### src/sv/pbalq_pkg.sv
// Shared widths, codes and control types of the port bitmap allocator.
`default_nettype none

package pbalq_pkg;

  localparam int PORT_W = 16;
  localparam int QUOTA_W = 15;
  localparam int CMD_W = 2;
  localparam int STATUS_W = 2;
  localparam int CFG_DATA_W = 16;
  localparam int CFG_INDEX_W = 1;

  localparam logic [CFG_INDEX_W-1:0] REG_PORT_BASE = 1'd0;
  localparam logic [CFG_INDEX_W-1:0] REG_QUOTA = 1'd1;

  localparam logic [PORT_W-1:0] RESET_PORT_BASE = 16'd49152;
  localparam logic [QUOTA_W-1:0] RESET_QUOTA = 15'd16384;

  localparam logic [CMD_W-1:0] CMD_ALLOC_ANY = 2'd0;
  localparam logic [CMD_W-1:0] CMD_ALLOC_GIVEN = 2'd1;
  localparam logic [CMD_W-1:0] CMD_FREE = 2'd2;

  localparam logic [STATUS_W-1:0] ST_OK = 2'd0;
  localparam logic [STATUS_W-1:0] ST_QUOTA = 2'd1;
  localparam logic [STATUS_W-1:0] ST_BUSY = 2'd2;
  localparam logic [STATUS_W-1:0] ST_RANGE = 2'd3;

  // Commands from the controller to the datapath.
  typedef struct packed {
    logic load_item;
    logic search_init;
    logic eval_search;
    logic div_init;
    logic div_step;
    logic eval_given;
    logic set_quota;
    logic set_range;
    logic load_out;
    logic clear_wr;
  } dp_cmd_t;

  // Status from the datapath to the controller.
  typedef struct packed {
    logic [CMD_W-1:0] command;
    logic quota_hit;
    logic in_range;
    logic found;
    logic search_end;
    logic div_last;
    logic clr_last;
  } dp_stat_t;

endpackage

`default_nettype wire

### src/sv/pbalq_ctrl.sv
// Controller state machine of the port bitmap allocator.
`default_nettype none

module pbalq_ctrl (
  input  wire logic                clk,
  input  wire logic                rst,
  input  wire logic                in_valid,
  output logic                     in_ready,
  output logic                     out_valid,
  input  wire logic                out_ready,
  input  wire pbalq_pkg::dp_stat_t stat,
  output pbalq_pkg::dp_cmd_t       cmd
);

  localparam logic [3:0] S_CLEAR  = 4'd0;
  localparam logic [3:0] S_IDLE   = 4'd1;
  localparam logic [3:0] S_DECODE = 4'd2;
  localparam logic [3:0] S_SRD    = 4'd3;
  localparam logic [3:0] S_SEV    = 4'd4;
  localparam logic [3:0] S_DIV    = 4'd5;
  localparam logic [3:0] S_GRD    = 4'd6;
  localparam logic [3:0] S_GEV    = 4'd7;
  localparam logic [3:0] S_FIN    = 4'd8;

  logic [3:0] state;
  logic [3:0] state_next;
  logic       out_valid_next;
  logic       out_free;

  assign in_ready = (state == S_IDLE);
  assign out_free = !out_valid || out_ready;

  always_comb begin
    cmd = '0;
    state_next = state;
    out_valid_next = out_valid && !out_ready;
    unique case (state)
      S_CLEAR: begin
        cmd.clear_wr = 1'b1;
        if (stat.clr_last) begin
          state_next = S_IDLE;
        end
      end
      S_IDLE: begin
        if (in_valid) begin
          cmd.load_item = 1'b1;
          state_next = S_DECODE;
        end
      end
      S_DECODE: begin
        unique case (stat.command)
          pbalq_pkg::CMD_ALLOC_ANY: begin
            if (stat.quota_hit) begin
              cmd.set_quota = 1'b1;
              state_next = S_FIN;
            end else begin
              cmd.search_init = 1'b1;
              state_next = S_SRD;
            end
          end
          pbalq_pkg::CMD_ALLOC_GIVEN: begin
            if (stat.quota_hit) begin
              cmd.set_quota = 1'b1;
              state_next = S_FIN;
            end else if (!stat.in_range) begin
              cmd.set_range = 1'b1;
              state_next = S_FIN;
            end else begin
              cmd.div_init = 1'b1;
              state_next = S_DIV;
            end
          end
          pbalq_pkg::CMD_FREE: begin
            if (!stat.in_range) begin
              cmd.set_range = 1'b1;
              state_next = S_FIN;
            end else begin
              cmd.div_init = 1'b1;
              state_next = S_DIV;
            end
          end
          default: begin
            cmd.set_range = 1'b1;
            state_next = S_FIN;
          end
        endcase
      end
      S_SRD: begin
        state_next = S_SEV;
      end
      S_SEV: begin
        cmd.eval_search = 1'b1;
        if (stat.found || stat.search_end) begin
          state_next = S_FIN;
        end else begin
          state_next = S_SRD;
        end
      end
      S_DIV: begin
        cmd.div_step = 1'b1;
        if (stat.div_last) begin
          state_next = S_GRD;
        end
      end
      S_GRD: begin
        state_next = S_GEV;
      end
      S_GEV: begin
        cmd.eval_given = 1'b1;
        state_next = S_FIN;
      end
      S_FIN: begin
        if (out_free) begin
          cmd.load_out = 1'b1;
          out_valid_next = 1'b1;
          state_next = S_IDLE;
        end
      end
      default: begin
        state_next = S_IDLE;
      end
    endcase
  end

  always_ff @(posedge clk) begin
    if (rst) begin
      state <= S_CLEAR;
      out_valid <= 1'b0;
    end else begin
      state <= state_next;
      out_valid <= out_valid_next;
    end
  end

endmodule

`default_nettype wire

### config.mk
export PLATFORM = sky130hd
export DESIGN_NAME = pbalq_ctrl
export DESIGN_NICKNAME = d
export VERILOG_FILES = /design/src/sv/pbalq_pkg.sv /design/src/sv/pbalq_ctrl.sv
export SDC_FILE = /design/constraint.sdc
export NUM_CORES = 1
export LEC_CHECK = 0
export ABC_AREA = 1
export BUFFER_PORTS_ARGS = -buffer_cell sky130_fd_sc_hd__buf_2
export CORE_AREA = 2 2 39 41
export DETAILED_ROUTE_END_ITERATION = 8
export DIE_AREA = 0 0 41 43
export PLACE_DENSITY = 0.69
export SETUP_SLACK_MARGIN = 0.05
export SLEW_MARGIN = 20
export SYNTH_ARGS = -nofsm -noshare
export SYNTH_HDL_FRONTEND = slang
export SYNTH_SLANG_ARGS = --single-unit
### constraint.sdc
create_clock -name clk -period 1.7 [get_ports clk]
set_input_delay 0.34 -clock clk [delete_from_list [all_inputs] [get_ports clk]]
set_output_delay 0.34 -clock clk [all_outputs]
set_load 0.05 [all_outputs]
### Word-level counts from Yosys, hierarchy flattened

Cells that the tools add are included.
Widths: inputs -> output; s select.

| word-level totals | value |
|---|---|
| bits in latches | 0 |
| bits in registers | 5 |
| bits of input ports | 12 |
| logic and storage cells | 58 |
| output and inout port bits | 12 |
| memories | 0 |
| memory bits (read-only) | 0 |
| RAM bits | 0 |

| operators by class | value |
|---|---|
| bitwise operators | 0 |
| equal/unequal tests | 14 |
| reductions and logical operators | 9 |
| shift-type cells | 0 |
| $add $sub $neg | 0 |
| order comparisons | 0 |
| divide/modulo/power cells | 0 |
| $mul | 0 |
| muxes and demuxes | 33 |

Operators with widths:

| operator | count |
|---|---|
| $pmux 4 s9 | 1 |
| $mux 4 | 8 |
| $mux 1 | 20 |
| $eq 4x3->1 const B | 4 |
| $pmux 4 s3 | 1 |
| $eq 4x2->1 const B | 2 |
| $ne 2x2->1 const B | 4 |
| $eq 4x1->1 const B | 1 |
| $eq 4x4->1 const B | 1 |
| $logic_not 4->1 | 1 |
| $reduce_and 4->1 | 1 |
| $pmux 1 s3 | 1 |
| $eq 2x1->1 const B | 1 |
| $eq 2x2->1 const B | 1 |
| $logic_not 1->1 | 2 |
| $logic_not 2->1 | 1 |
| $logic_or 1x1->1 | 2 |
| $mux 2 | 1 |
| $pmux 1 s2 | 1 |
| $reduce_or 2->1 | 1 |
| $logic_and 1x1->1 | 1 |

### Depth between registers and ports, before layout

Gate-level depths: netlist (run 1).

| depth | value |
|---|---|
| depth after elaboration | 4 |
| mapped depth | 8 |
| mapped depth without buffers | 8 |

### Least setup slack after synthesis (run 1)

Ideal clock, no wire load.

| path | value |
|---|---|
| path kind | reg-to-output |
| from | register state[3] |
| to | output cmd[0] in the netlist's numbering |
| cell stages (with the launch flop) | 4 |
| arrival time | 1640 ps |
| setup slack | -280 ps |
| data required time | 1360 ps |
| cell sequence | dfxtp_1 > nor2_2 > inv_1 > nor3_1 |

RTL lines:

| item | line | source |
|---|---|---|
| from (decl) | pbalq_ctrl.sv:25 | `logic [3:0] state;` |
| from (signal assigned) | pbalq_ctrl.sv:130 | `state <= state_next;` |
| to (decl) | pbalq_ctrl.sv:12 | `output pbalq_pkg::dp_cmd_t cmd` |

==> metrics.yaml, run 1 <==
worst_setup_path:
  start_kind: "flip-flop"
  critPathTopFamily: "flip-flops"
  r2r_cells: 9
  cp.required_ns: 1.36
  cp_slowest_cell: "dfxtp_4"
  path_common_cell: "inv_4"
  crit_end: "cmd[2]"
  worst-path-buf-inv: 3
  cp-end-kind: "output port"
  path_depth: 6
  r2r_start: "state[0]$_SDFFE_PP0P_"
  crit_start: "state[0]$_SDFFE_PP0P_"
  worstSetupPathType: "flip-flop to output port"
  r2r_end: "state[0]$_SDFFE_PP0P_"
  crit_fanout: 6
  rrSetupSlack_ns: 0.44
  slowest_delay_ns: 0.36
  path_cells: "inv_4, nand2_2, nor2_4, inv_4, a21oi_2, buf_6"
  worstPathArrival_ns: 1.30
cts:
  cts_tree: "yes"
  cts_buffers: 3
  root_buffer: "clkbuf_4"
  cts.sinks: 5
  h-tree-depth: 1
  clock_latency_ns: 0.23
  clkTransAtPathRegs_ns: 0.04
  postCtsHoldBufs: 0
  cts_max_path_buffers: 2
placement:
  globalplace.congestion: 0.813
  place_ws_ns: 0.0511
  hpwl_mm: 1.13
  port_buffers: 23
grt:
  grt_pass1_vias: 565
  antenna_found_initial: 0
  grt_overflow_total: 0
  grt_pass1_wl_mm: 2.12
  track_usage_pct: 17.3
  grt_max_degree: 7
pwr:
  power_w: 0.000939
  powerDensity_mw_per_mm2: 1080
  leakage_nw: 0.473
  ir_drop_mv: 0.552
routing:
  drc_errors: 0
  dr.first_iter.drc_count: 22
  ant_nets: 0
  vias_per_cell: 4.84
  dr.pass1.iters: 4
  routedWlPerCell_um: 9.71
  vias: 707
  drt_wl_total_mm: 1.42
job:
  drv_cap: 0
logic_synthesis:
  yosys_warnings: 0
  synth_top_family_by_area: "simple AND/OR/NAND/NOR gates"
  synth_fa_ha_area_share_pct: 8.91
  synth_top_area_share_pct: 17.8
  synth_nets: 113
  ys_top_cells_by_area: "dfxtp_1, inv_1, nand2_1"
  synth_compound_area_share_pct: 10.9
  synth_cell_type_count: 19
  syn_area_um2: 562
  synth_xor_area_share_pct: 0
  synth.area.mux_share_pct: 0
  synth-simple-area-share_pct: 47.0
  synth_seq_area_share_pct: 17.8
  synth.avg_cell_area_um2: 5.79
  syn_inst: 97
  yosysTopAreaCell: "dfxtp_1"
  ys_ff_latch: 5
floorplan:
  die_x_um: 41
  start_util_pct: 40.6
  die_area_mm2: 0.00176
  io_pins: 24
  core_mm2: 0.00138
  die_h_um: 43
  num_rows: 14
timing:
  hold_violations: 0
  rsz0062_at_grt: "yes"
  period_share_pct: 96.5
  clock_skew_ns: 0.000317
  whs_ns: 0.319
  worst_pin_slew_ns: 0.258
  clock.fmax_mhz: 610
  setup_viol: 0
  finalCriticalPeriod_ns: 1.64
  max-slew-margin-rel_pct: 82.8
  fin_setup_tns_ns: 0
  fin_ws_ns: 0.0600
  slew_viol_final: 0
finish:
  final_nets: 147
  n_antenna_cell: 0
  fin_util_pct: 63.1
  layout-drive-gt1-share_pct: 44.6
  area_growth_pct: 55.5
status:
  outcome: "completed"
worst_hold_path:
  min_path_type: "input pin to flip-flop"
-- layout make-up --
cell class                      instances  area [um^2]
Fill cell                             131          510
Multi-Input combinational cell         69          419
Timing Repair Buffer                   29          211
Sequential cell                         5          105
Inverter                               23         91.3
Clock buffer                            4         26.3
Tap cell                               16         20.0
-- worst min path at each step --
stage,depth (start not counted),slack (ns),endpoint,from
after floorplan,1,0.41,state[1]$_SDFFE_PP0P_,rst
after global placement,4,0.55,out_valid$_SDFF_PP0_,out_valid$_SDFF_PP0_
after detailed placement,4,0.56,out_valid$_SDFF_PP0_,out_valid$_SDFF_PP0_
after CTS,2,0.31,state[1]$_SDFFE_PP0P_,rst
after global routing,2,0.32,state[1]$_SDFFE_PP0P_,rst
final,2,0.32,state[1]$_SDFFE_PP0P_,rst
-- per-stage QoR --
stage | std cells | cell area, um^2
after floorplan | 97 | 581
after global placement | 138 | 731
after detailed placement | 138 | 731
after CTS | 143 | 813
after global routing | 146 | 873
final | 146 | 873
-- Yosys cell counts (all sizes together) --
library cell and number:
a31oi 1, a21oi 4, o21bai 1, a21boi 1, nor2 19, ha 4
nor3 2, o21ai 4, nand3 15, nand2 18, inv 23, dfxtp 5
-- logic make-up (layout without fill, tap and decap cells) --
| group | count (synthesis) | after routing |
|---|---|---|
| compound gates | 11 | 11 |
| fa+ha+maj | 4 | 4 |
| buf+inv | 23 | 56 |
| flops | 5 | 5 |
| simple gates | 54 | 54 |
-- state kept, by name (all words and copies together) (netlist names) --
register / flops
state: 4
out_valid: 1
-- where the power goes --
group          internal (W)  switching (W)  leakage (nW)
Combinational      0.000218       0.000404         0.416
Clock             0.0000883      0.0000416        0.0150
Sequential         0.000147      0.0000402        0.0418
-- cells in the final DEF (no fill, tap or decap), drive strengths merged --
master | netlist | final
a21boi | 1 | 1
a21oi | 4 | 4
a31oi | 1 | 1
buf | 0 | 28
clkbuf | 0 | 5
dfxtp | 5 | 5
ha | 4 | 4
inv | 23 | 23
nand2 | 18 | 18
nand3 | 15 | 15
nor2 | 19 | 19
nor3 | 2 | 2
o21ai | 4 | 4
o21bai | 1 | 1
-- what timing repair did --
action                     4_1_cts  5_1_grt
buffers inserted                 1        3
resized for setup               16       15
pin swaps                        1        3
setup endpoints to repair       10        9
-- layer usage --
layer	routed length, um	track usage, %	vias to the layer above
li1	-	-	367
met1	625	23.0	321
met2	722	25.9	19
met3	69	3.14	0
met4	0	8.00	0
met5	0	0	-
(Power assumes the default switching activity.)
==> run 2, diff against run 1 <==
Settings changed: CORE_AREA 2 2 39 41 to default, CORE_MARGIN from default to 2, CORE_UTILIZATION from default to 41, DIE_AREA 0 0 41 43 to default, PLACE_DENSITY 0.69 to 0.7.
Clock period 1.7 ns to 1.4 ns, I/O delays scaled along.
==> run 2 against run 1 <==
Against the previous run: the flow now finishes with violations (negative setup slack); clock power grew 17%; via count grew 21%; cell area grew 33%; clock-buffer cell count is the same; setup slack lost 0.20 ns; non-clock buffer count grew 17; critical path type unchanged.
==> metrics.yaml, run 2 (same netlist as run 1, synthesis figures left out) <==
floorplan:
  die_area_mm2: 0.00168  # was 0.00176 mm^2
  core_mm2: 0.00128  # was 0.00138 mm^2
  num_rows: 13  # was 14
  io_pins: 24  # unchanged
  die_x_um: 41.0  # was 41 um
  start_util_pct: 43.7  # was 40.6%
  die_h_um: 41.0  # was 43 um
placement:
  hpwl_mm: 1.30  # was 1.13 mm
  dp_cells: 150  # was 138
  port_buffers: 23  # unchanged
  globalplace.congestion: 0.856  # was 0.813
  dpl_cell_area_um2: 883  # was 731 um^2
timing:
  worst_pin_slew_ns: 0.317  # was 0.258 ns
  hold_violations: 0  # unchanged
  clock.fmax_mhz: 650
  max-slew-margin-rel_pct: 78.8  # was 82.8%
  rsz0062_at_grt: "yes"  # unchanged
  period_share_pct: 110
  finalCriticalPeriod_ns: 1.54
  setup_viol: 11  # was 0
  fin_ws_ns: -0.139  # was 0.0600 ns
  slew_viol_final: 0  # unchanged
  clock_skew_ns: 0.00107  # was 0.000317 ns
finish:
  largest_register: "state"  # unchanged
  layout-drive-gt1-share_pct: 62.6  # was 44.6%
  multi_input_area_um2: 507  # was 419 um^2
  n_antenna_cell: 0  # unchanged
  final_cell_count_no_fill: 162  # was 146
  layout_commonest_cell: "buf_4"  # was inv_1
  largest_reg_flops: 4  # unchanged
  final_area_mm2: 0.00116  # was 873 um^2
  fin_util_pct: 90.6  # was 63.1%
  regArea_um2: 116  # was 105 um^2
  final_nets: 164  # was 147
  area_growth_pct: 107  # was 55.5%
  largestRegisters: "state (4), out_valid (1)"  # unchanged
  nFillCells: 56  # was 131
  layout_common_cells: "buf_4, inv_1, buf_2, buf_6, nand3_1"  # was inv_1, nand2_1, buf_2, nand3_1
worst_setup_path:
  start_kind: "flip-flop"  # unchanged
  critPathTopFamily: "flip-flops"  # unchanged
  worstSetupPathType: "flip-flop to output port"  # unchanged
  path_depth: 6  # unchanged
  r2r_cells: 9  # unchanged
  path_cells: "inv_4, nand2_4, nor2_4, nand3_2, clkinvlp_4, buf_8"  # was inv_4, nand2_2, nor2_4, inv_4, a21oi_2, buf_6
  r2r_start: "state[0]$_SDFFE_PP0P_"  # unchanged
  rrSetupSlack_ns: 0.02  # was 0.44 ns
  slowest_delay_ns: 0.36  # about the same
  worstPathArrival_ns: 1.26  # was 1.30 ns
  crit_end: "cmd[8]"  # was cmd[2]
  r2r_end: "state[0]$_SDFFE_PP0P_"  # unchanged
  cp.required_ns: 1.12  # was 1.36 ns
  worst-path-buf-inv: 3  # unchanged
  cp-end-kind: "output port"  # unchanged
  crit_start: "state[0]$_SDFFE_PP0P_"  # unchanged
  cp_slowest_cell: "dfxtp_4"  # unchanged
  crit_fanout: 3  # was 6
grt:
  track_usage_pct: 20.2  # was 17.3%
  grt_pass1_wl_mm: 2.26  # was 2.12 mm
  antenna_found_initial: 0  # unchanged
  grt_pass1_vias: 593  # was 565
  grt_max_degree: 7  # unchanged
  grt_overflow_total: 0  # unchanged
pwr:
  ir_drop_mv: 1.03  # was 0.552 mV
  powerDensity_mw_per_mm2: 1340  # was 1080 mW/mm^2
  leakage_nw: 0.578  # was 0.473 nW
status:
  outcome: "complete, but fails checks"  # was completed
  failed_checks: "negative setup slack"
cts:
  postCtsHoldBufs: 0  # unchanged
  cts.sinks: 5  # unchanged
  cts_buffers: 3  # unchanged
  cts_tree: "yes"  # unchanged
  clock_latency_ns: 0.23  # about the same
  clkTransAtPathRegs_ns: 0.04  # about the same
  cts_max_path_buffers: 2  # unchanged
  root_buffer: "clkbuf_4"  # unchanged
  h-tree-depth: 1  # unchanged
worst_hold_path:
  min_path_type: "input pin to flip-flop"  # unchanged
routing:
  drt_wl_total_mm: 2.23  # was 1.42 mm
  vias: 855  # was 707
  drc_errors: 0  # unchanged
  dr.pass1.iters: 4  # unchanged
  dr.first_iter.drc_count: 42  # was 22
  vias_per_cell: 5.28  # was 4.84
  routedWlPerCell_um: 13.7  # was 9.71 um
  ant_nets: 0  # unchanged
job:
  drv_cap: 0  # unchanged
run 2: through the flow:
step	setup WS [ns]	hold WS [ns]	total power, W	TNS [ns]
6_report	-0.139	0.252	0.00156	-0.980
5_1_grt	-0.181	0.265	0.00164	-1.50
4_1_cts	-0.111	0.252	0.00135	-0.587
3_5_place_dp	-0.176	0.494	0.00100	-0.504
3_3_place_gp	-0.112	0.488	0.000994	-0.340
2_1_floorplan	0.0351	0.339	0.000762	0
run 2: routing by layer:
metal  wire (um)  track usage (%)  share of wire [%]  up-vias
met4          74            0.833                3.3        0
met2        1180             38.7                 53       40
met5           0                0                  0        -
li1            -                -                  -      403
met1         848             24.5                 38      403
met3         120             2.72                5.4        9
run 2: final cells by class:
class	count	area share, %
multi-input combinational	69	43.5
timing repair buffer	46	34.2
sequential	5	10.0
inverter	23	8.39
clock buffer	4	2.26
tap	15	1.61
run 2: repair_timing:
action | CTS | global route
pin swaps | 3 | 8
setup buffers | 4 | 4
setup endpoints to repair | 11 | 12
resized for setup | 32 | 31
run 2: worst min-delay path by stage:
| stage | cells past startpoint | start | endpoint | slack (ns) |
|---|---|---|---|---|
| floorplan | 1 | rst | state[1]$_SDFFE_PP0P_ | 0.34 |
| global placement | 2 | rst | state[1]$_SDFFE_PP0P_ | 0.49 |
| global route | 2 | rst | state[1]$_SDFFE_PP0P_ | 0.27 |
| finish | 2 | rst | state[1]$_SDFFE_PP0P_ | 0.25 |
| detailed placement | 2 | rst | state[1]$_SDFFE_PP0P_ | 0.49 |
| CTS | 2 | rst | state[1]$_SDFFE_PP0P_ | 0.25 |
run 2: where the power goes:
group	leakage [nW]	switching (W)	total (W)	internal, W
clock	0.0150	0.0000455	0.000152	0.000107
combinational	0.519	0.000651	0.00116	0.000512
sequential	0.0441	0.0000593	0.000242	0.000182
==> run 3, diff against run 2 <==
Settings changed: BUFFER_PORTS_ARGS -buffer_cell sky130_fd_sc_hd__buf_2 to -buffer_cell sky130_fd_sc_hd__buf_4.
==> run 3 against run 2 <==
Against the previous run: cell area decreased by 1.6%; via count down 6.1%; highest routed layer unchanged; setup slack lost 0.015 ns; sequential share of layout area grew 0.16 points; die area is the same; sequential power about the same; wire length is 4.8% lower; clock-buffer cell count did not move; sequential cell count unchanged; power down 8.9%; the run still ends with negative setup slack left.
==> metrics.yaml, run 3 (same netlist as run 1, synthesis figures left out) <==
finish:
  layout_common_cells: "buf_4, inv_1, nand3_1, nand2_1, nor2_4"  # was buf_4, inv_1, buf_2, buf_6, nand3_1
  n_antenna_cell: 0  # unchanged
  layout_commonest_cell: "buf_4"  # unchanged
  final_nets: 160  # was 164
  largestRegisters: "state (4), out_valid (1)"  # unchanged
  largest_reg_flops: 4  # unchanged
  area_growth_pct: 104  # was 107%
  layout-drive-gt1-share_pct: 60.8  # was 62.6%
  nFillCells: 71  # was 56
  largest_register: "state"  # unchanged
  fin_util_pct: 89.1  # was 90.6%
cts:
  clock_latency_ns: 0.23  # about the same
  clkTransAtPathRegs_ns: 0.04  # about the same
  cts_buffers: 3  # unchanged
  cts_max_path_buffers: 2  # unchanged
  cts.sinks: 5  # unchanged
  h-tree-depth: 1  # unchanged
  postCtsHoldBufs: 0  # unchanged
  cts_tree: "yes"  # unchanged
  root_buffer: "clkbuf_4"  # unchanged
routing:
  vias_per_cell: 5.08  # was 5.28
  wl_met1_um: 887  # was 848 um
  dr.first_iter.drc_count: 34  # was 42
  dr.pass1.iters: 4  # unchanged
  route.met2.wl_mm: 1.09  # was 1.18 mm
  drc_errors: 0  # unchanged
  vias: 803  # was 855
  ant_nets: 0  # unchanged
  dr_wl_met3_um: 129  # was 120 um
  drt_wl_total_mm: 2.12  # was 2.23 mm
  routedWlPerCell_um: 13.4  # was 13.7 um
  maxUsedRoutingLayer: "met4"  # unchanged
grt:
  grt_pass1_vias: 626  # was 593
  grt_pass1_wl_mm: 2.43  # was 2.26 mm
  antenna_found_initial: 0  # unchanged
  track_usage_pct: 21.9  # was 20.2%
  grt_overflow_total: 0  # unchanged
  grt_max_degree: 7  # unchanged
timing:
  finalCriticalPeriod_ns: 1.55  # was 1.54 ns
  hold_violations: 0  # unchanged
  clock.fmax_mhz: 644  # was 650 MHz
  clock_skew_ns: 0.0000871  # was 0.00107 ns
  whs_ns: 0.225  # was 0.252 ns
  setup_viol: 12  # was 11
  period_share_pct: 111  # was 110%
  fin_ws_ns: -0.154  # was -0.139 ns
  max-slew-margin-rel_pct: 78.3  # was 78.8%
  rsz0062_at_grt: "yes"  # unchanged
  worst_pin_slew_ns: 0.324  # was 0.317 ns
  slew_viol_final: 0  # unchanged
floorplan:
  num_rows: 13  # unchanged
  start_util_pct: 43.7  # unchanged
  die_area_mm2: 0.00168  # unchanged
  core_mm2: 0.00128  # unchanged
  die_x_um: 41.0  # unchanged
  io_pins: 24  # unchanged
  die_h_um: 41.0  # unchanged
placement:
  place_ws_ns: -0.0987  # was -0.176 ns
  globalplace.congestion: 0.783  # was 0.856
  hpwl_mm: 1.23  # was 1.30 mm
  port_buffers: 23  # unchanged
job:
  drv_cap: 0  # unchanged
worst_setup_path:
  start_kind: "flip-flop"  # unchanged
  cp-end-kind: "output port"  # unchanged
  slowest_delay_ns: 0.35  # was 0.36 ns
  crit_fanout: 3  # unchanged
  worstSetupPathType: "flip-flop to output port"  # unchanged
  path_cells: "nor2_4, inv_2, nor2_4, inv_4, a21oi_4, buf_6"  # was inv_4, nand2_4, nor2_4, nand3_2, clkinvlp_4, buf_8
  cp_slowest_cell: "dfxtp_4"  # unchanged
  path_common_cell: "nor2_4"
  worstPathArrival_ns: 1.27  # was 1.26 ns
  cp.required_ns: 1.12  # about the same
status:
  outcome: "complete, but fails checks"  # unchanged
  failed_checks: "negative setup slack"  # unchanged
pwr:
  ir_drop_mv: 1.11  # was 1.03 mV
  power_w: 0.00142  # was 0.00156 W
  leakage_nw: 0.561  # was 0.578 nW
  powerDensity_mw_per_mm2: 1240  # was 1340 mW/mm^2
worst_hold_path:
  min_path_type: "input pin to flip-flop"  # unchanged
==> run 3: cell count changes in the layout (fill, tap and decap cells not counted), sizes merged <==
cell	change
buf	-4
==> run 3: critical path: cells and delay by family, from the launching register on <==
kind                   cells  cell delay, ns
AND/OR/NAND/NOR            2            0.26
flip-flops                 1            0.35
buffers and inverters      3            0.32
AO/OA/AOI/OAI              1            0.11
==> run 3: repair_timing <==
item                       4_1_cts  5_1_grt
buffers inserted                 4        6
resized for setup               22       24
setup endpoints to repair       11       11
pin swaps                        2        8
cloned                           0        0
==> run 3: final cells by class <==
| cell class | instances | area [um^2] | area share (%) |
|---|---|---|---|
| clock buffer | 4 | 26.3 | 2.30 |
| timing repair buffer | 42 | 379 | 33.1 |
| tap | 15 | 18.8 | 1.64 |
| inverter | 23 | 97.6 | 8.52 |
| sequential | 5 | 116 | 10.2 |
| multi-input combinational | 69 | 507 | 44.3 |
==> run 3: metrics by stage <==
stage | setup TNS [ns] | cells | instance area (um^2)
floorplan | 0 | 97 | 637
global placement | -0.148 | 144 | 896
detailed placement | -0.240 | 144 | 896
CTS | -0.747 | 152 | 1030
global route | -1.41 | 158 | 1140
finish | -0.916 | 158 | 1140
==> run 3: final timing paths <==
path              depth (start not counted)                  start  slack, ns                     to
hold reg to reg                           4   out_valid$_SDFF_PP0_       0.60   out_valid$_SDFF_PP0_
hold / removal                            2                    rst       0.23  state[1]$_SDFFE_PP0P_
setup / recovery                          6  state[2]$_SDFFE_PP0P_      -0.15                 cmd[2]
setup reg to reg                         11  state[2]$_SDFFE_PP0P_          0  state[0]$_SDFFE_PP0P_
==> run 3: report_power, final <==
group | internal (W) | total, W | switching (W) | leakage (nW)
combinational | 0.000416 | 0.00101 | 0.000595 | 0.502
clock | 0.000108 | 0.000164 | 0.0000567 | 0.0150
sequential | 0.000182 | 0.000243 | 0.0000611 | 0.0441
total | 0.000706 | 0.00142 | 0.000713 | 0.561
==> run 3: metal layers <==
metal | global-route usage (%) | vias up
li1 | - | 395
met2 | 35.9 | 40
met3 | 2.72 | 2
met1 | 29.8 | 366
met5 | 0 | -
met4 | 5.83 | 0
